File: src/hdl/apdb_isqrt.sv
// Digit-by-digit integer square root, one result bit per cycle.
// Standalone; used by the top level for the horizontal range.
module apdb_isqrt #(
  parameter int W = 58
) (
  input  logic           clk,
  input  logic           rst_n,
  input  logic           start,
  input  logic [W-1:0]   n_in,
  output logic           busy,
  output logic [W/2-1:0] root
);

  logic [W-1:0] n_r, n_nxt, res_r, res_nxt, bit_r, bit_nxt, trial;
  logic         busy_r, busy_nxt;

  always_comb begin
    n_nxt    = n_r;
    res_nxt  = res_r;
    bit_nxt  = bit_r;
    busy_nxt = busy_r;
    trial    = res_r + bit_r;
    if (start) begin
      n_nxt    = n_in;
      res_nxt  = '0;
      bit_nxt  = W'(1) << (W - 2);
      busy_nxt = 1'b1;
    end else if (busy_r) begin
      if (n_r >= trial) begin
        n_nxt   = n_r - trial;
        res_nxt = (res_r >> 1) + bit_r;
      end else begin
        res_nxt = res_r >> 1;
      end
      bit_nxt = bit_r >> 2;
      if (bit_r[0]) begin
        busy_nxt = 1'b0;
      end
    end
  end

  assign busy = busy_r;
  assign root = res_r[W/2-1:0];

  always_ff @(posedge clk) begin
    if (!rst_n) begin
      busy_r <= 1'b0;
    end else begin
      busy_r <= busy_nxt;
    end
  end

  always_ff @(posedge clk) begin
    n_r   <= n_nxt;
    res_r <= res_nxt;
    bit_r <= bit_nxt;
  end

endmodule

File: config.mk
export PLATFORM = sky130hd
export DESIGN_NAME = apdb_isqrt
export DESIGN_NICKNAME = d
export VERILOG_FILES = /design/src/hdl/apdb_isqrt.sv
export SDC_FILE = /design/constraint.sdc
export NUM_CORES = 1
export LEC_CHECK = 0
export ABC_CLOCK_PERIOD_IN_PS = 10250
export BUFFER_PORTS_ARGS = -buffer_cell sky130_fd_sc_hd__clkbuf_2
export CORE_MARGIN = 1.5
export CORE_UTILIZATION = 60
export CTS_BUF_LIST = sky130_fd_sc_hd__clkbuf_4 sky130_fd_sc_hd__clkbuf_8
export CTS_CLUSTER_DIAMETER = 200
export CTS_CLUSTER_SIZE = 12
export DETAILED_ROUTE_END_ITERATION = 12
export GPL_TIMING_DRIVEN = 0
export PLACE_DENSITY = 0.89
export REMOVE_ABC_BUFFERS = 1
export SYNTH_ARGS = -nofsm -noshare
export SYNTH_HDL_FRONTEND = slang
export SYNTH_SLANG_ARGS = --single-unit
export TNS_END_PERCENT = 100
File: constraint.sdc
create_clock -name clk -period 10.25 [get_ports clk]
set_input_delay 2.5625 -clock clk [delete_from_list [all_inputs] [get_ports clk]]
set_output_delay 2.5625 -clock clk [all_outputs]
set_load 0.02 [all_outputs]
Word-level counts from Yosys, hierarchy flattened
Cells that the tools add are included.
{"block": "totals", "reg_bits": 146, "inputBits": 61, "word_cells": 18, "out_inout_bits": 30}
{"block": "classes", "reduce_logical": 3, "magnitude_cmp": 1, "n_addsub": 3, "n_mux": 7}
{"op": "$mux W58", "count": 4}
{"op": "$add A57 B57 Y58", "count": 1}
{"op": "$add A58 B57 Y58", "count": 1}
{"op": "$ge A58 B58 Y1", "count": 1}
{"op": "$sub A58 B58 Y58", "count": 1}
{"op": "$reduce_bool A2 Y1", "count": 2}
{"op": "$mux W1", "count": 3}
{"op": "$reduce_and A2 Y1", "count": 1}

Longest topological paths before layout
Gate-level depths: netlist of the first run.
{"block": "depth", "ltp_word": 5, "ltp_mapped": 26, "mapped_depth_nobuf": 23}

Worst setup path before layout of the first run
No wires, ideal clock.
{"block": "synth_timing", "path_kind": "register to register", "from": "register res_r[2]", "to": "register n_r[0], enable pin", "path_slack_ns": 2.852, "period_less_slack_ns": 7.398, "path_buffers": 4, "setup_ns": 0.481, "arrival_ns": 6.917, "stages_incl_launch_ff": 23, "required_ns": 9.769, "path_cell_list": "dfxtp_1 ha_1 a311oi_1 o31ai_1 nand3_1 nand4b_1 a31oi_1 o21ai_1 a41oi_1 o41ai_2 xnor2_1 ha_1 clkbuf_1 nand4_1 nor2_1 nand4_1 o21ai_1 a21oi_1 and2_1 buf_6 buf_4 buf_2 o21ai_1"}
{"block": "synth_between", "elab_chain_cells": 4}
{"element": "start: declaration", "line": "14", "source": "logic [W-1:0] n_r, n_nxt, res_r, res_nxt, bit_r, bit_nxt, trial;"}
{"element": "start signal: assignment", "line": "55", "source": "res_r <= res_nxt;"}
{"element": "$add A58 B57 Y58", "line": "22", "source": "trial = res_r + bit_r;"}
{"element": "$ge A58 B58 Y1", "line": "29", "source": "if (n_r >= trial) begin"}
{"element": "$reduce_bool A2 Y1 (no line)"}
{"element": "$reduce_and A2 Y1 (no line)"}
{"element": "end signal: assignment", "line": "54", "source": "n_r <= n_nxt;"}
{"element": "end: declaration", "line": "14"}
Every way passes these cells.
A chain may end at the register's enable or synchronous reset.

Worst setup path in the final report of the first run
{"block": "layout_timing", "from": "register res_r[14]", "to": "register res_r[19]"}
{"block": "layout_between", "elab_chain_cells": 3, "word_cells_on_any_way": 4, "classes_between": "add/sub: 2; order compare: 1; mux: 1"}
{"element": "$add A58 B57 Y58", "line": "22"}
{"element": "$ge A58 B58 Y1", "line": "29"}
{"element": "$mux W58 (*)", "line": "29"}
Mark *: on every way between the ends. The rest lies on a longest branch, timed or not.

==> results of run 1 <==
## cell type report
type / count / area [um2] / share of cell area [%]
tap: 285 / 356.6 / 2.441
inverter: 41 / 153.9 / 1.053
sequential: 146 / 3507 / 24.01
timing repair buffer: 97 / 604.3 / 4.137
clock inverter: 13 / 198.9 / 1.362
clock buffer: 19 / 261.5 / 1.790
multi-input combinational: 1435 / 9527 / 65.21
## metrics by stage
step	setup TNS [ns]	utilization, %	setup slack [ns]
after CTS	0	64.53	3.588
final	0	64.53	3.278
after global placement	-75.60	61.68	-1.311
after detailed placement	0	62.49	3.640
after floorplan	0	-	2.364
after global routing	0	64.53	2.975
## cell usage after synthesis, types with 7 or more instances
cell type  count  share of area [%]
nand2_1      187                5.1
nor2_1       180                4.9
a21oi_1      127                4.6
o21ai_0      121                4.4
ha_1         118                 11
clkbuf_1      90                2.4
dfxtp_1       88                 13
xnor2_1       72                4.6
xor2_1        62                3.9
edfxtp_1      58                 13
a31oi_1       56                2.5
nand4_1       50                2.3
a21o_1        43                2.3
inv_1         41                1.1
mux2i_1       38                2.8
o21bai_1      34                1.8
buf_4         32                1.7
a311oi_1      31                2.0
o21ai_1       28                1.0
a211oi_1      26                1.4
nand3_1       23               0.83
o31ai_1       21                1.1
nor3_1        18               0.65
or3_1         18               0.82
nor2b_1       17               0.77
and3_1        13               0.59
a31o_2        12               0.76
and2_1        11               0.50
buf_2          9               0.33
a41oi_1        7               0.44
mux2_2         7               0.57
o32ai_1        7               0.44
## layer usage
metal / GRT usage [%] / vias to the layer above / part of all wire (%)
li1: - / 6445 / -
met1: 44.13 / 6349 / 44
met2: 51.27 / 660 / 44
met3: 3.923 / 96 / 7.9
met4: 15.66 / 0 / 4.3
met5: 0 / - / 0
## cell families after synthesis
logic type	count (synthesis)	share of synthesized area [%]
compound gates	583	27.65
xor+xnor	134	8.498
fa+ha+maj	119	10.84
buf+inv	176	5.843
flops	146	25.37
mux	45	3.325
simple gates	554	18.48
## worst max-delay path, delay by kind of cell (launching register included)
kind	cells	cell delay [ns]
AOI/OAI and AO/OA	14	3.89
xor gates and xnor gates	1	0.26
adders and majority gates	2	0.70
buffers and inverters	2	0.52
DFF	1	0.53
and+or+nand+nor	3	0.93
## state kept, by name, summed over array words and instances (netlist names)
| register | flops |
|---|---|
| busy | 1 |
| bit_r | 29 |
| res_r | 58 |
| n_r | 58 |
## power by group
part	total (mW)	leakage, nW	switching [mW]	internal, mW
clock	0.542	0.225	0.258	0.283
combinational	2.15	4.16	1.33	0.823
sequential	0.919	1.30	0.125	0.794
## worst paths after layout
check | from | end | slack [ns] | cells after the start
hold / removal | res_r[0] | res_r[0] | 0.52 | 2
setup / recovery | res_r[14] | res_r[19] | 3.28 | 22
hold reg to reg | res_r[0] | res_r[0] | 0.52 | 2
setup reg to reg | res_r[14] | res_r[19] | 3.28 | 22
## cell usage in the layout, fill, tap and decap left out, types with 5 or more instances in the layout
| cell type | synthesis | final |
|---|---|---|
| a211o_1 | 6 | 6 |
| a31oi_1 | 56 | 56 |
| nand2_1 | 187 | 187 |
| clkbuf_8 | 0 | 20 |
| mux2_2 | 7 | 7 |
| xor2_1 | 62 | 62 |
| o21ai_0 | 121 | 121 |
| mux2i_1 | 38 | 38 |
| o21ai_1 | 28 | 27 |
| nor2b_1 | 17 | 17 |
| a311oi_1 | 31 | 31 |
| dfxtp_1 | 88 | 87 |
| clkbuf_2 | 0 | 89 |
| ha_1 | 118 | 118 |
| and2_1 | 11 | 10 |
| a31o_2 | 12 | 12 |
| a41oi_1 | 7 | 7 |
| or3_1 | 18 | 18 |
| o21bai_1 | 34 | 34 |
| inv_1 | 41 | 41 |
| nor3_1 | 18 | 18 |
| nand3_1 | 23 | 23 |
| nor4_1 | 5 | 5 |
| o21a_1 | 6 | 6 |
| xnor2_1 | 72 | 72 |
| and4_1 | 5 | 5 |
| a211oi_1 | 26 | 26 |
| o31ai_1 | 21 | 21 |
| and3_1 | 13 | 13 |
| a21oi_1 | 127 | 126 |
| nand4_1 | 50 | 50 |
| o32ai_1 | 7 | 7 |
| a21boi_0 | 5 | 5 |
| edfxtp_1 | 58 | 58 |
| nor2_1 | 180 | 180 |
| a21o_1 | 43 | 43 |
==> flow_metrics.tcl, run 1 <==
set metrics [dict create \
    wl_um 39080 \
    status "finished, final reports clean" \
    crit_fanout 40 \
    power_density_nw_per_um2 247.3 \
    synth_area_um2 13810 \
    cpMostUsedCell "a31oi_1" \
    syn_area_per_cell_um2 7.860 \
    clk_pin_slew_ns 0.09 \
    grt_pass1_vias 12420 \
    fin_crit_sh_pct 68.02 \
    die_y_um 154.7 \
    finalHoldViolCount 0 \
    via_count 13550 \
    dp_hpwl_um 29020 \
    cts_made_buffers 17 \
    yosysUniqueCellTypes 87 \
    routabilityCongestion 0.9444 \
    first_pass_iters 5 \
    cts-resized-gates 0 \
    ir_drop_uv 194.6 \
    slew_violations 0 \
    antenna_found_initial 0 \
    ys_ff_latch 146 \
    netlist_instances 1757 \
    stdcell_area_um2 14610 \
    ioPinCount 91 \
    cts_root_buf "clkbuf_8" \
    worstMarginPinSlew_ns 0.9146 \
    fillers 1923 \
    hold_ws_ns 0.5226 \
    worstSetupStartpointType "register" \
    ys_async_sr_fraction_pct 0 \
    setup_viol 0 \
    synth_ff_type "dfxtp_1" \
    clock_latency_ns 0.47 \
    drc 0 \
    fin_skew_ns 0.01876 \
    rsz0062_at_grt "no" \
    fmax_ghz 0.1434 \
    synth-warning-count 0 \
    die_w_um 154.7 \
    cts_tree "built" \
    viasPerCell 6.655 \
    min_path_type "reg2reg" \
    path_class "reg2reg" \
    grt.total_usage_pct 32.46 \
    crit_chain "ha_1 -> a31oi_1 -> o21ai_0 -> a211oi_1 -> nand4b_1 -> a31oi_1 -> o21ai_1 -> a41oi_1 -> nor2_1 -> a31oi_1 -> xor2_1 -> ha_1 -> a21o_1 -> a21o_1 -> a21oi_1 -> o21ai_1 -> a21oi_2 -> buf_8 -> and2_2 -> buf_12 -> o21ai_0 -> a311oi_1" \
    ctsHtreeMaxLevel 4 \
    grt_pass1_wl_um 63200 \
    crit_path_max_incr_delay_ns 0.53 \
    initial_core_util_pct 61.00 \
    dieArea_um2 23940 \
    drv_cap 0 \
    total_power_mw 3.613 \
    crit_path_end_kind "register" \
    routedWlPerCell_um 19.20 \
    relSlewSlack_pct 38.87 \
    overflow 0 \
    drive_gt1_share_pct 9.652 \
    dpl.cell_count 2004 \
    rows 55 \
    cts_setup_buffers 0 \
    grt_max_degree 133 \
    place_area_um2 14150 \
    port_buffers 90 \
    syn_to_final_growth_pct 5.780 \
    ctsHoldBuffers 0 \
    synth_edf_count 58 \
    p_leak_nw 5.686 \
    slowest_stage "dfxtp_1" \
    fin_crit_ns 6.972 \
    cts_sinks 146 \
    clock_path_buffers 2 \
    ant_nets 0 \
    fin_nets 1918 \
    core_um2 22640 \
    first_iter_violations 1397 \
    ys_seq_area_share_pct 25.37 \
    layoutNonFillerInstCount 2036 \
    cp.arrival_ns 7.34 \
    required_ns 10.62 \
    antenna-diode-count 0 \
]
(Power assumes the default switching activity.)
==> run 2: changes to the inputs <==
--- a/config.mk
+++ b/config.mk
@@ -5,7 +5,7 @@
 export SDC_FILE = /design/constraint.sdc
 export NUM_CORES = 1
 export LEC_CHECK = 0
-export ABC_CLOCK_PERIOD_IN_PS = 10250
+export ABC_CLOCK_PERIOD_IN_PS = 6800
 export BUFFER_PORTS_ARGS = -buffer_cell sky130_fd_sc_hd__clkbuf_2
 export CORE_MARGIN = 1.5
 export CORE_UTILIZATION = 60
==> constraint.sdc (replaced) <==
create_clock -name clk -period 6.8 [get_ports clk]
set_input_delay 1.7 -clock clk [delete_from_list [all_inputs] [get_ports clk]]
set_output_delay 1.7 -clock clk [all_outputs]
set_load 0.02 [all_outputs]
==> run 2 against run 1 <==
Clock skew rose by 0.0028 ns; critical endpoint is now res_r[50]; die area unchanged; critical path depth is the same; hold slack barely moved; sequential share of layout area shrank 0.11 points; flip-flop and latch count is the same; clock power increased by 52%; largest cell class unchanged; register-to-register slack got worse by 3.0 ns; total power up 51%; setup slack got worse by 3.0 ns; final cell count about the same; via count is 0.78% higher.
==> flow_metrics.tcl, run 2 (same netlist as run 1, synthesis figures left out) <==
set metrics [dict create \
    drive_gt1_share_pct 9.989 \
    drc 0 \
    routedWlPerCell_um 19.43 \
    dp_hpwl_um 29020 \
    setup_ws_ns 0.2705 \
    ir_drop_uv 295.9 \
    fin_crit_sh_pct 96.02 \
    path_class "reg2reg" \
    fin_skew_ns 0.02157 \
    seqPwrFrac_pct 25.4 \
    cts_tree "built" \
    initial_core_util_pct 61.00 \
    first_iter_violations 1461 \
    p_clk_share_pct 15.0 \
    stdcell_area_um2 14680 \
    worstMarginPinSlew_ns 0.8988 \
    first_pass_iters 6 \
    dieArea_um2 23940 \
    ctsHtreeMaxLevel 4 \
    min_path_type "reg2reg" \
    p_switching_mw 2.596 \
    die_y_um 154.7 \
    place_area_um2 14150 \
    port_buffers 90 \
    cts_sinks 146 \
    cts_made_buffers 17 \
    final_common_cell "nand2_1" \
    switching_share_pct 47.48 \
    fmax_ghz 0.1532 \
    setup_viol 0 \
    slew_violations 0 \
    p_int_mw 2.871 \
    status "finished, final reports clean" \
    overflow 0 \
    clock_latency_ns 0.47 \
    power_frac_comb_pct 59.6 \
    viasPerCell 6.704 \
    finalHoldViolCount 0 \
    clock_path_buffers 2 \
    grt.total_usage_pct 32.46 \
    antenna_found_initial 0 \
    layout_common_cells "187 x nand2_1, 179 x nor2_1, 126 x a21oi_1" \
    largestRegisters "n_r x58, res_r x58, bit_r x29" \
    clk_pin_slew_ns 0.10 \
    p_leak_nw 5.725 \
    setup_tns_ns 0 \
    routabilityCongestion 0.9444 \
    power_density_nw_per_um2 372.5 \
    ant_nets 0 \
    rows 55 \
    crit_fanout 40 \
    grt_pass1_wl_um 63200 \
    worstSetupStartpointType "register" \
    die_w_um 154.7 \
    crit_chain "ha_1 -> a31oi_1 -> o21ai_0 -> a211oi_1 -> nand4b_1 -> a31oi_2 -> o21ai_1 -> a41oi_2 -> nor2_1 -> a31oi_1 -> xor2_1 -> ha_1 -> a21o_1 -> a21o_1 -> a21oi_1 -> o21ai_1 -> a21oi_4 -> buf_8 -> and2_4 -> buf_12 -> nand2_1 -> a311oi_1" \
    ioPinCount 91 \
    place_ws_ns 0.1901 \
    grt_max_degree 133 \
    ctsHoldBuffers 0 \
    grt_pass1_vias 12420 \
    drv_cap 0 \
    crit_path_end_kind "register" \
    core_um2 22640 \
    via_count 13660 \
    wl_um 39570 \
    relSlewSlack_pct 39.93 \
    crit_path_max_incr_delay_ns 0.54 \
    cp.arrival_ns 6.89 \
    fin_crit_ns 6.529 \
    required_ns 7.16 \
    syn_to_final_growth_pct 6.269 \
    slowest_stage "dfxtp_1" \
    antenna-diode-count 0 \
    cts_root_buf "clkbuf_8" \
    fin_nets 1919 \
]
-- run 2: changes by cell type in the layout (fill, tap and decap cells not counted), sizes merged --
cell	before	now
buf	7	8
-- run 2: worst max-delay path, delay by kind of cell, from the launching register on --
family	cells	cell delay [ns]
AOI/OAI and AO/OA	13	3.48
buffers and inverters	2	0.48
adders and majority gates	2	0.71
and+or+nand+nor	4	0.94
DFF	1	0.54
xor gates and xnor gates	1	0.25
-- run 2: per-layer routing --
layer  track usage [%]  part of all wire, %
met5                 0                    0
met4             15.66                  4.6
met3             3.923                  7.7
met2             51.27                   44
met1             44.13                   43
-- run 2: timing repair --
action	CTS	global route
resized for setup	0	10
setup buffers	0	1
setup endpoints to repair	0	95
-- run 2: cell type report --
type | count | area [um2]
clock inverter | 13 | 198.9
fill | 1914 | 7964
timing repair buffer | 98 | 611.8
inverter | 41 | 153.9
tap | 285 | 356.6
sequential | 146 | 3507
clock buffer | 19 | 261.5
multi-input combinational | 1435 | 9587
-- run 2: worst paths after layout --
check	start	end	slack, ns	cells past startpoint
setup reg to reg	res_r[14]	res_r[50]	0.27	22
hold reg to reg	res_r[0]	res_r[0]	0.52	2
hold / removal	res_r[0]	res_r[0]	0.52	2
setup / recovery	res_r[14]	res_r[50]	0.27	22
-- run 2: through the flow --
stage                     power (mW)  hold slack, ns  utilization (%)  instances
final                          5.467          0.5227            64.82       2037
after global routing           5.819          0.5650            64.82       2037
after CTS                      5.368          0.5195            64.53       2036
after detailed placement       4.541          0.5052            62.49       2004
after global placement         4.388          0.4972            61.68       1997
after floorplan                3.690          0.4817                -       1622
-- run 2: power groups by stage --
stage | Clock (mW) | Sequential, mW | Combinational [mW]
after floorplan | 0 | 1.38 | 2.31
after global placement | 0 | 1.41 | 2.98
after detailed placement | 0 | 1.40 | 3.14
after CTS | 0.821 | 1.38 | 3.17
after global routing | 0.859 | 1.41 | 3.55
final | 0.822 | 1.39 | 3.26
