==> src/hdl/apdb_pkg.sv <==
// Shared types, codes and constant tables for the angular point projector.
// No dependencies; the CORDIC unit and the top level refer to it by scoped names.
package apdb_pkg;

  localparam int VEC_FRAC = 16;
  localparam int TAB_FRAC = 24;
  localparam int TAB_LEN  = 24;
  localparam int ANG_W    = 9;
  localparam int MAG_W    = 8;
  localparam int RECIP_W  = 17;

  localparam logic [3:0] EMPTY_BIN = 4'd9;
  localparam logic [3:0] FAR_BIN   = 4'd7;

  typedef logic [4:0] tab_idx_t;

  typedef enum logic [1:0] {
    MODE_PLOT  = 2'd0,
    MODE_READ  = 2'd1,
    MODE_CLEAR = 2'd2,
    MODE_NOP   = 2'd3
  } mode_t;

  typedef enum logic [3:0] {
    ST_CLEAR,
    ST_IDLE,
    ST_SQ_X,
    ST_SQ_Z,
    ST_SQ_Y,
    ST_COL,
    ST_COL_WAIT,
    ST_ROW,
    ST_ROW_WAIT,
    ST_SCALE,
    ST_RD,
    ST_UPDATE
  } state_t;

  // atan(2^-i) in degrees, 24 fractional bits
  localparam logic [29:0] ATAN_Q24 [TAB_LEN] = '{
    30'd754974720, 30'd445687602, 30'd235489088, 30'd119537938, 30'd60000934,
    30'd30029717,  30'd15018523,  30'd7509720,   30'd3754917,   30'd1877466,
    30'd938734,    30'd469367,    30'd234683,    30'd117342,    30'd58671,
    30'd29335,     30'd14668,     30'd7334,      30'd3667,      30'd1833,
    30'd917,       30'd458,       30'd229,       30'd115
  };

  // squared-distance limits 3*(14k)^2 for bins 1..6
  localparam logic [14:0] BIN_LIMIT [6] = '{
    15'd588, 15'd2352, 15'd5292, 15'd9408, 15'd14700, 15'd21168
  };

  // table entry rounded half-up to frac fractional bits
  function automatic logic [31:0] atan_entry(tab_idx_t idx, int frac);
    logic [31:0] t;
    int          sh;
    t  = 32'(ATAN_Q24[idx]);
    sh = TAB_FRAC - frac;
    if (sh <= 0) begin
      return t;
    end
    return (t + (32'd1 << (sh - 1))) >> sh;
  endfunction

endpackage

==> src/hdl/apdb_cordic.sv <==
// Iterative CORDIC vectoring unit: one micro-rotation per cycle, integer degrees out.
// Depends on apdb_pkg (angle table, angle width).
module apdb_cordic #(
  parameter int VW   = 31,
  parameter int FRAC = 16
) (
  input  logic                             clk,
  input  logic                             rst_n,
  input  logic                             start,
  input  logic signed [VW-1:0]             a_in,
  input  logic signed [VW-1:0]             b_in,
  output logic                             busy,
  output logic signed [apdb_pkg::ANG_W-1:0] deg
);

  localparam int AW = FRAC + 9;
  localparam int CW = $clog2(FRAC + 1);
  localparam logic signed [AW-1:0] NINETY = AW'(90) << FRAC;

  logic signed [VW-1:0] a_r, a_nxt, b_r, b_nxt;
  logic signed [VW-1:0] da, db;
  logic signed [AW-1:0] acc_r, acc_nxt, te;
  logic [AW-1:0]        mag;
  logic [apdb_pkg::ANG_W-1:0] whole;
  logic [CW-1:0]        i_r, i_nxt;
  logic                 busy_r, busy_nxt;

  always_comb begin
    a_nxt    = a_r;
    b_nxt    = b_r;
    acc_nxt  = acc_r;
    i_nxt    = i_r;
    busy_nxt = busy_r;
    da       = b_r >>> i_r;
    db       = a_r >>> i_r;
    te       = AW'(apdb_pkg::atan_entry(apdb_pkg::tab_idx_t'(i_r), FRAC));
    if (start) begin
      if (a_in < 0 || (a_in == 0 && b_in != 0)) begin
        if (b_in >= 0) begin
          a_nxt   = b_in;
          b_nxt   = -a_in;
          acc_nxt = NINETY;
        end else begin
          a_nxt   = -b_in;
          b_nxt   = a_in;
          acc_nxt = -NINETY;
        end
      end else begin
        a_nxt   = a_in;
        b_nxt   = b_in;
        acc_nxt = '0;
      end
      i_nxt    = '0;
      busy_nxt = 1'b1;
    end else if (busy_r) begin
      if (b_r > 0) begin
        a_nxt   = a_r + da;
        b_nxt   = b_r - db;
        acc_nxt = acc_r + te;
      end else if (b_r < 0) begin
        a_nxt   = a_r - da;
        b_nxt   = b_r + db;
        acc_nxt = acc_r - te;
      end
      if (i_r == CW'(FRAC - 1)) begin
        busy_nxt = 1'b0;
      end else begin
        i_nxt = i_r + 1'b1;
      end
    end
  end

  // truncate toward zero
  always_comb begin
    mag   = acc_r[AW-1] ? AW'(-acc_r) : AW'(acc_r);
    whole = apdb_pkg::ANG_W'(mag >> FRAC);
    deg   = acc_r[AW-1] ? -$signed(whole) : $signed(whole);
  end

  assign busy = busy_r;

  always_ff @(posedge clk) begin
    if (!rst_n) begin
      busy_r <= 1'b0;
      i_r    <= '0;
    end else begin
      busy_r <= busy_nxt;
      i_r    <= i_nxt;
    end
  end

  always_ff @(posedge clk) begin
    a_r   <= a_nxt;
    b_r   <= b_nxt;
    acc_r <= acc_nxt;
  end

endmodule

==> config.mk <==
export PLATFORM = sky130hd
export DESIGN_NAME = apdb_cordic
export DESIGN_NICKNAME = d
export VERILOG_FILES = /design/src/hdl/apdb_pkg.sv /design/src/hdl/apdb_cordic.sv
export SDC_FILE = /design/constraint.sdc
export NUM_CORES = 1
export LEC_CHECK = 0
export BUFFER_PORTS_ARGS = -buffer_cell sky130_fd_sc_hd__buf_2
export CORE_MARGIN = 2
export CORE_UTILIZATION = 60
export DETAILED_ROUTE_END_ITERATION = 10
export HOLD_SLACK_MARGIN = 0.08
export PLACE_DENSITY = 0.77
export SYNTH_ARGS = -nofsm -noshare
export SYNTH_HDL_FRONTEND = slang
export SYNTH_SLANG_ARGS = --single-unit
==> constraint.sdc <==
create_clock -name clk -period 11.1 [get_ports clk]
set_clock_uncertainty 0.05 [all_clocks]
set_input_delay 2.22 -clock clk [delete_from_list [all_inputs] [get_ports clk]]
set_output_delay 2.22 -clock clk [all_outputs]
set_load 0.05 [all_outputs]
Word level (Yosys, flattened, before mapping)
Memory sizes are Yosys's and may differ from the RTL's.
Cells that the tools add are included.

operators by class
  shifts and indexed selects = 2
  multiplexer cells = 25
  eq/ne operators = 1
  bitwise operators = 3
  add/subtract/negate cells = 12
  reduce and logical (&&, ||, !) cells = 9
  order comparisons = 5

operator list
  operator               count
  $mux 31                12
  $mux 25                7
  $add 31x31->31         2
  $lt 31x1->1 const B    2
  $neg 31->31            2
  $sshr 31x5->31         2
  $sub 31x31->31         2
  $mux 30                2
  $logic_not 32->1       1
  $reduce_bool 32->1     1
  $add 30x8->31 const B  1
  $ge 31x1->1 const B    1
  $gt 31x1->1 const B    1
  $add 25x24->25         1
  $neg 25->25            1
  $sub 25x24->25         1
  $mux 9                 1
  $neg 9->9              1
  $ge 6x6->1 const B     1
  $not 5->6              1
  $add 5x1->5 const B    1
  $eq 5x4->1 const B     1
  $reduce_and 2->1       2
  $mux 1                 3
  6 further kinds        7

word-level totals
  register bits after elaboration = 93
  memories = 1
  ROM bits = 960

memory list
  name             depth  bits a word  rd ports  clocked after Yosys merged registers in  wr ports  RTL line        text
  (no name shown)  32     30           1         0                                        0         apdb_pkg.sv:57  t = 32'(ATAN_Q24[idx]);

Longest topological paths before layout
Gate-level depths: netlist (run 1).

  word-level depth = 10
  mapped depth = 32

Worst setup path before layout (run 1)
Ideal clock, no wire load.

  kind = reg2reg
  start point = reg i_r[0]
  end point = reg acc_r[21], data pin
  library setup time = 0.267 ns
  setup slack = 4.159 ns
  stages on the path, launching flop included = 29
  data arrival time = 6.625 ns
  period minus slack after synthesis = 6.941 ns
  data required time = 10.783 ns
  cells stage by stage = dfxtp_1 > buf_4 > inv_2 > buf_1 > buf_1 > ha_1 > clkbuf_1 > inv_1 > o21ai_0 > a222oi_1 > ha_1 > inv_1 > a311o_1 > nand4bb_1 > xnor2_1 > or4b_1 > nand4b_1 > a22o_1 > nand2_1 > ha_1 > a21o_1 > a21oi_1 > and3_1 > a21oi_1 > o21ai_0 > nor2_1 > a2111oi_0 > xor2_1 > o21ai_0

between the ends
  cells in the longest elaborated chain, start to end = 10
  elaborated cells on any way between the ends = 11
  those cells by class = 3 x add/sub; 6 x mux; 1 x bitwise; 1 x memory

ends and longest elaborated chain
  what                                             RTL line           text
  start: declaration                               apdb_cordic.sv:25  logic [CW-1:0] i_r, i_nxt;
  start signal: assignment                         apdb_cordic.sv:88  i_r <= i_nxt;
  $not 5->6 (implied by the code) (*)              apdb_pkg.sv:57
  $mem_v2 32x30 (*)                                --
  $mux 30 (implied by the code) (*) (2 in series)  apdb_pkg.sv:57
  $add 30x8->31 (*)                                apdb_pkg.sv:62     return (t + (32'd1 << (sh - 1))) >> sh;
  $sub 25x24->25                                   apdb_cordic.sv:63  acc_nxt = acc_r - te;
  $mux 25                                          apdb_cordic.sv:60  end else if (b_r < 0) begin
  $mux 25 (*)                                      apdb_cordic.sv:56  if (b_r > 0) begin
  $mux 25 (*)                                      apdb_cordic.sv:55  end else if (busy_r) begin
  $mux 25 (*)                                      apdb_cordic.sv:37  if (start) begin
  via acc_nxt[21]                                  apdb_cordic.sv:22  logic signed [AW-1:0] acc_r, acc_nxt, te;
  end signal: assignment                           apdb_cordic.sv:95  acc_r <= acc_nxt;
  end: declaration                                 apdb_cordic.sv:22

The timed path passes the listed nets; every way through them passes the cells marked *. The select of a mux whose other input is x is not followed.
A chain may end at the register's enable or synchronous reset.

Worst setup path in the final report (run 1)
  start point = reg i_r[1]
  end point = reg b_r[30], data pin

between the ends
  cells in the longest elaborated chain, start to end = 6
  elaborated cells on any way between the ends = 7
  those cells by class = 2 x add/sub; 1 x shift; 4 x mux

ends and longest elaborated chain
  what                    RTL line           text
  $sshr 31x5->31 (*)      apdb_cordic.sv:35  db = a_r >>> i_r;
  $add 31x31->31          apdb_cordic.sv:62  b_nxt = b_r + db;
  $mux 31                 apdb_cordic.sv:60
  $mux 31 (*)             apdb_cordic.sv:56
  $mux 31 (*)             apdb_cordic.sv:55
  $mux 31 (*)             apdb_cordic.sv:37
  via b_nxt[30]           apdb_cordic.sv:20  logic signed [VW-1:0] a_r, a_nxt, b_r, b_nxt;
  end signal: assignment  apdb_cordic.sv:94  b_r <= b_nxt;
  end: declaration        apdb_cordic.sv:20

Marked as above.

==> results of run 1 <==
-- sequential cells by signal (all words and copies together) (netlist names) --
register / count
acc_r: 25
i_r: 5
b_r: 31
a_r: 31
busy: 1
-- worst max path at each step --
stage                start   endpoint  slack [ns]  cells after the start
finish              i_r[1]    b_r[30]        2.83                     21
global route        i_r[1]    b_r[30]        2.62                     21
CTS                 i_r[1]    a_r[29]        3.41                     18
detailed placement  i_r[1]    a_r[29]        3.45                     18
global placement    i_r[1]    a_r[29]        3.53                     19
floorplan           i_r[0]  acc_r[21]        4.16                     28
-- layout make-up --
| type | instances | area [um^2] | area share [%] |
|---|---|---|---|
| flip-flops and latches | 93 | 2750 | 15.7 |
| inverters | 61 | 229 | 1.31 |
| multi-input cells | 1759 | 13200 | 75.6 |
| clock buffers | 11 | 233 | 1.33 |
| repair buffers | 93 | 515 | 2.95 |
| well taps | 378 | 473 | 2.71 |
| clock inverters | 5 | 58.8 | 0.337 |
-- worst max-delay path: stages, from the launching register on --
cell and delay (ns):
dfxtp_4 0.90, buf_4 0.78, mux4_2 0.62, mux2i_1 0.74, mux2i_1 0.24, o21ai_0 0.35, ha_1 0.26, nand4_1 0.30
inv_1 0.19, a21oi_1 0.15, xor2_1 0.49, ha_1 0.38, a21o_1 0.21, a221oi_1 0.27, o21ai_0 0.25, a311o_1 0.49
a21oi_1 0.37, nor2_1 0.11, o221ai_1 0.32, o21ai_0 0.19, xnor2_1 0.18, mux2i_1 0.08
-- power breakdown --
| part | switching (W) | leakage (nW) | internal, W | total, W |
|---|---|---|---|---|
| combinational | 0.00292 | 5.51 | 0.00213 | 0.00505 |
| clock | 0.000156 | 0.138 | 0.000176 | 0.000331 |
| sequential | 0.000434 | 0.944 | 0.000678 | 0.00111 |
-- per-layer routing --
metal	track usage [%]	vias up	wire length, um
met5	0	-	0
met4	23.5	0	4020
met3	10.5	260	6630
met2	61.3	1085	25400
met1	49.2	7887	21600
li1	-	7692	-
-- cells by family after synthesis --
logic type	after synthesis	share of synthesized area, %
flip-flops	93	16.4
AND/OR/NAND/NOR	627	18.1
buffers and inverters	183	4.66
adder cells (fa/ha/maj)	106	8.08
multiplexers	194	17.4
XOR/XNOR	217	11.5
AO/OA/AOI/OAI	615	24.0
-- synth_stat cells (8+ instances only) --
library cell,instances,area share [%]
o22ai_1,15,0.56
clkbuf_1,64,1.4
ha_1,103,7.7
xnor2_1,123,6.5
a211oi_1,15,0.67
nor2b_1,22,0.82
mux2_2,37,2.5
mux4_2,73,9.9
o211ai_1,56,2.5
or2_2,11,0.41
inv_1,58,1.3
nand3_1,43,1.3
o31ai_1,20,0.90
buf_2,26,0.78
and3_1,23,0.86
nor3_1,41,1.2
o21a_1,17,0.76
nand2b_1,25,0.94
xor2_1,93,4.9
a31oi_1,31,1.2
nor2_1,156,3.5
buf_1,22,0.49
o21bai_1,20,0.90
and2_1,12,0.45
a221oi_1,8,0.42
mux2i_1,84,5.0
a21oi_1,134,4.0
edfxtp_1,87,16
nor4_1,27,1.0
nand2_1,198,4.5
nand4_1,17,0.64
a21o_1,44,2.0
o21ai_0,153,4.6
or3_1,12,0.45
or4_1,9,0.40
-- stage by stage --
step | power [W] | std cells
global route | 0.00695 | 2400
CTS | 0.00630 | 2400
finish | 0.00650 | 2400
detailed placement | 0.00592 | 2384
floorplan | 0.00470 | 2035
global placement | 0.00581 | 2384
==> results.json, run 1 <==
{
  "end_kind": "flop",
  "clkLatencyLatePin_ns": 0.38,
  "yosysUniqueCellTypes": 86,
  "grt_pass1_wl_um": 88300,
  "drc": 0,
  "design.die.area_mm2": 0.0292,
  "r2r_start": "i_r[1]",
  "setup_violations": 0,
  "syn_inst": 2035,
  "postCtsHoldBufs": 0,
  "status": "finished clean",
  "holdPathStages": 3,
  "dr.pass1.iters": 7,
  "rsz0062_at_grt": "false",
  "finalCritPeriodShare_pct": 74.5,
  "htreeDepth": 3,
  "r2r_cells": 21,
  "grt.total_usage_pct": 39.4,
  "cts_made_buffers": 9,
  "leakage_nw": 6.59,
  "cts_tree": "done",
  "areaGrowthSynthToFinish_pct": 4.61,
  "clock-root-buffer": "clkbuf_16",
  "via_per_inst": 7.05,
  "cp.required_ns": 11.17,
  "layout_min_cycle_time_ns": 8.27,
  "ys.flop_type": "edfxtp_1",
  "yosysSeqAreaShare_pct": 16.4,
  "rows": 61,
  "wl_per_cell_um": 24.0,
  "drv_cap": 0,
  "grt_overflow_total": 0,
  "async_flop_share_pct": 0,
  "cp-start-kind": "flop",
  "r2r_slack_ns": 2.83,
  "final_core_util_pct": 63.4,
  "finalSetupTns_ns": 0,
  "critPathKind": "flop to flop",
  "place_area_mm2": 0.0172,
  "grt_max_degree": 73,
  "final_cell_mix": "nand2_1 (198), nor2_1 (155), o21ai_0 (153)",
  "die_h_um": 171,
  "path_clk_slew_ns": 0.08,
  "cts_resized": 0,
  "globalplace.congestion": 1.07,
  "syn_area_mm2": 0.0167,
  "antenna_found_initial": 0,
  "whs_endpoint": "i_r[4]",
  "grt_pass1_vias": 15700,
  "hold_path.class": "flop to flop",
  "finish.instance_area_mm2": 0.0175,
  "cts.sinks": 93,
  "routed_wl_um": 57700,
  "slew_headroom_pct": 21.0,
  "fp.dieW_um": 171,
  "worst_slew_pin_slew_ns": 1.17,
  "ant_nets": 0,
  "crit_fanout": 64,
  "synth.ff_latch_count": 93,
  "synth-edff-count": 87,
  "max_freq_mhz": 121,
  "final-hold-violation-count": 0,
  "io_pins": 75,
  "preCtsSetupSlack_ns": 3.45,
  "worstReg2RegEnd": "b_r[30]",
  "worstHoldStart": "busy",
  "power_density_mw_per_mm2": 372,
  "critPathArrivalTime_ns": 8.33,
  "core_area_mm2": 0.0276,
  "yosys_warnings": 0,
  "syn_nets": 2206,
  "port_buffers": 74,
  "fillCellCount": 2383,
  "mostFrequentLayoutCell": "nand2_1",
  "drtIter0Drc": 2407,
  "vias": 16900,
  "drive_above_1_share_pct": 12.4,
  "clockBufferDepth": 2,
  "slew_viol_final": 0,
  "postCtsSetupBuffers": 0,
  "setup_ws_ns": 2.83,
  "ir_worst_vdd_uv": 174,
  "diodes": 0,
  "start_util_pct": 60.6,
  "final_nets": 2188,
  "dp_hpwl_um": 43200,
  "postSynthAreaPerCell_um2": 8.20,
  "fin_hold_ws_ns": 0.731
}
(Power assumes the default switching activity.)
==> run 2, diff against run 1 <==
- CORE_UTILIZATION: 60 -> 59
- PLACE_DENSITY: 0.77 -> 0.79
- clock period: 11.1 -> 6.85 ns (I/O delays scaled with it)
==> results.json, run 2 (synthesis results as in run 1) <==
{
  "cts.sinks": 93,
  "postCtsHoldBufs": 0,
  "ant_nets": 0,
  "setup_violations": 0,
  "worstSetupEndpoint": "a_r[30]",
  "port_buffers": 74,
  "dp_hpwl_um": 47000,
  "end_kind": "flop",
  "grt.total_usage_pct": 41.0,
  "finalSetupTns_ns": 0,
  "globalplace.congestion": 1.06,
  "clkLatencyLatePin_ns": 0.39,
  "drive_above_1_share_pct": 14.9,
  "cp-start-kind": "flop",
  "drc": 0,
  "crit_top_cell": "a21oi_1",
  "fillCellCount": 2418,
  "power_w": 0.0108,
  "start_util_pct": 60.1,
  "multi_input_area_mm2": 0.0132,
  "drtIter0Drc": 2422,
  "die_h_um": 172,
  "routed_wl_um": 61200,
  "crit_buf_inv": 0,
  "r2r_start": "b_r[24]",
  "grt_overflow_total": 0,
  "dr.pass1.iters": 6,
  "grt_pass1_vias": 15900,
  "ir_worst_vdd_uv": 249,
  "fp.dieW_um": 172,
  "status": "finished clean",
  "areaGrowthSynthToFinish_pct": 7.73,
  "critPathArrivalTime_ns": 6.58,
  "rows": 61,
  "max_freq_mhz": 153,
  "wl_per_cell_um": 24.9,
  "antenna_found_initial": 0,
  "cts_made_buffers": 9,
  "slowest_delay_ns": 0.65,
  "critPathLaunch": "b_r[24]",
  "critical_path.top_delay_family": "compound AO/OA/AOI/OAI gates",
  "grt_pass1_wl_um": 92100,
  "slew_headroom_pct": 39.1,
  "r2r_cells": 20,
  "cp_num_cells": 20,
  "final_nets": 2245,
  "r2r_slack_ns": 0.31,
  "cp.required_ns": 6.88,
  "cts_tree": "done",
  "clockBufferDepth": 2,
  "hold_path.class": "flop to flop",
  "final_cell_mix": "nand2_1 (198), nor2_1 (155), o21ai_0 (153)",
  "grt_max_degree": 118,
  "regArea_mm2": 0.00275,
  "final-hold-violation-count": 0,
  "critPathKind": "flop to flop",
  "largest_registers": "a_r (31), b_r (31), acc_r (25)",
  "slew_viol_final": 0,
  "path_cells": "mux4_2 -> mux2_2 -> mux4_2 -> a311oi_2 -> nand4_1 -> or4b_1 -> or2_4 -> nor4b_1 -> a21oi_1 -> o21ai_2 -> ha_1 -> a21o_1 -> a21oi_1 -> o21ai_0 -> and3_1 -> a311o_1 -> a21o_1 -> a21oi_1 -> xnor2_1 -> o22ai_1",
  "clock-root-buffer": "clkbuf_16",
  "core_area_mm2": 0.0278,
  "vias": 17500,
  "htreeDepth": 3,
  "layout_min_cycle_time_ns": 6.54,
  "design.die.area_mm2": 0.0297,
  "leakage_nw": 6.91,
  "drv_cap": 0,
  "finalCritPeriodShare_pct": 95.5,
  "cpMaxStageDelayCell": "or4b_1",
  "mostFrequentLayoutCell": "nand2_1",
  "rsz0062_at_grt": "false",
  "path_clk_slew_ns": 0.09,
  "via_per_inst": 7.13,
  "worst_slew_pin_slew_ns": 0.913,
  "crit_fanout": 11,
  "io_pins": 75,
  "worstReg2RegEnd": "a_r[30]",
  "power_density_mw_per_mm2": 603
}
==> run 2: cell count changes in the layout (fill, tap and decap cells not counted), sizes merged <==
cell    before  now
clkbuf      11    9
inv         60   62
buf         93  150
diode        0    1
==> run 2: metal layers <==
layer	part of all wire, %	GRT usage, %	vias to the layer above	routed length [um]
met4	5.4	20.3	0	3280
met3	13	9.20	220	7970
li1	-	-	7810	-
met1	40	56.6	8291	24300
met5	0	0	-	0
met2	42	60.6	1215	25700
==> run 2: per-stage QoR <==
step | util [%] | setup slack [ns] | hold slack, ns | cells | instance area (um^2)
6_report | 64.7 | 0.308 | 0.696 | 2458 | 18000
4_1_cts | 64.6 | 0.276 | 0.689 | 2455 | 17900
2_1_floorplan | - | 0.151 | 0.656 | 2035 | 16700
5_1_grt | 64.7 | 0.0146 | 0.725 | 2457 | 18000
3_3_place_gp | 63.5 | 0.426 | 0.667 | 2439 | 17600
3_5_place_dp | 63.5 | 0.324 | 0.679 | 2439 | 17600
==> run 2: area by class of cell <==
class / count / area share [%]
clock inverters: 7 / 0.501
diodes: 1 / 0.0139
flip-flops and latches: 93 / 15.3
multi-input cells: 1759 / 73.4
well taps: 378 / 2.63
inverters: 61 / 1.27
repair buffers: 150 / 5.63
clock buffers: 9 / 1.25
==> run 2: worst min-delay path by stage <==
stage,from,end,slack [ns],cells past startpoint
2_1_floorplan,b_r[0],b_r[0],0.66,3
3_3_place_gp,i_r[4],i_r[4],0.67,2
3_5_place_dp,i_r[4],i_r[4],0.68,2
4_1_cts,i_r[4],i_r[4],0.69,2
5_1_grt,i_r[4],i_r[4],0.72,2
6_report,i_r[4],i_r[4],0.70,2
==> run 2: tightest hold or removal path, stage by stage (launching register included) <==
cell,delay [ns]
dfxtp_2,0.50
nor2_1,0.16
a211oi_1,0.05
==> run 2: power breakdown <==
group          internal (W)  switching (W)  leakage [nW]  total [W]
Sequential          0.00110       0.000657         0.944    0.00176
Combinational       0.00359        0.00491          5.81    0.00850
Clock              0.000294       0.000291         0.153   0.000584
==> run 2: timing repair <==
| item | CTS | global route |
|---|---|---|
| buffers inserted | 0 | 2 |
| resized for setup | 0 | 1 |
| endpoints found under the setup margin | 0 | 8 |
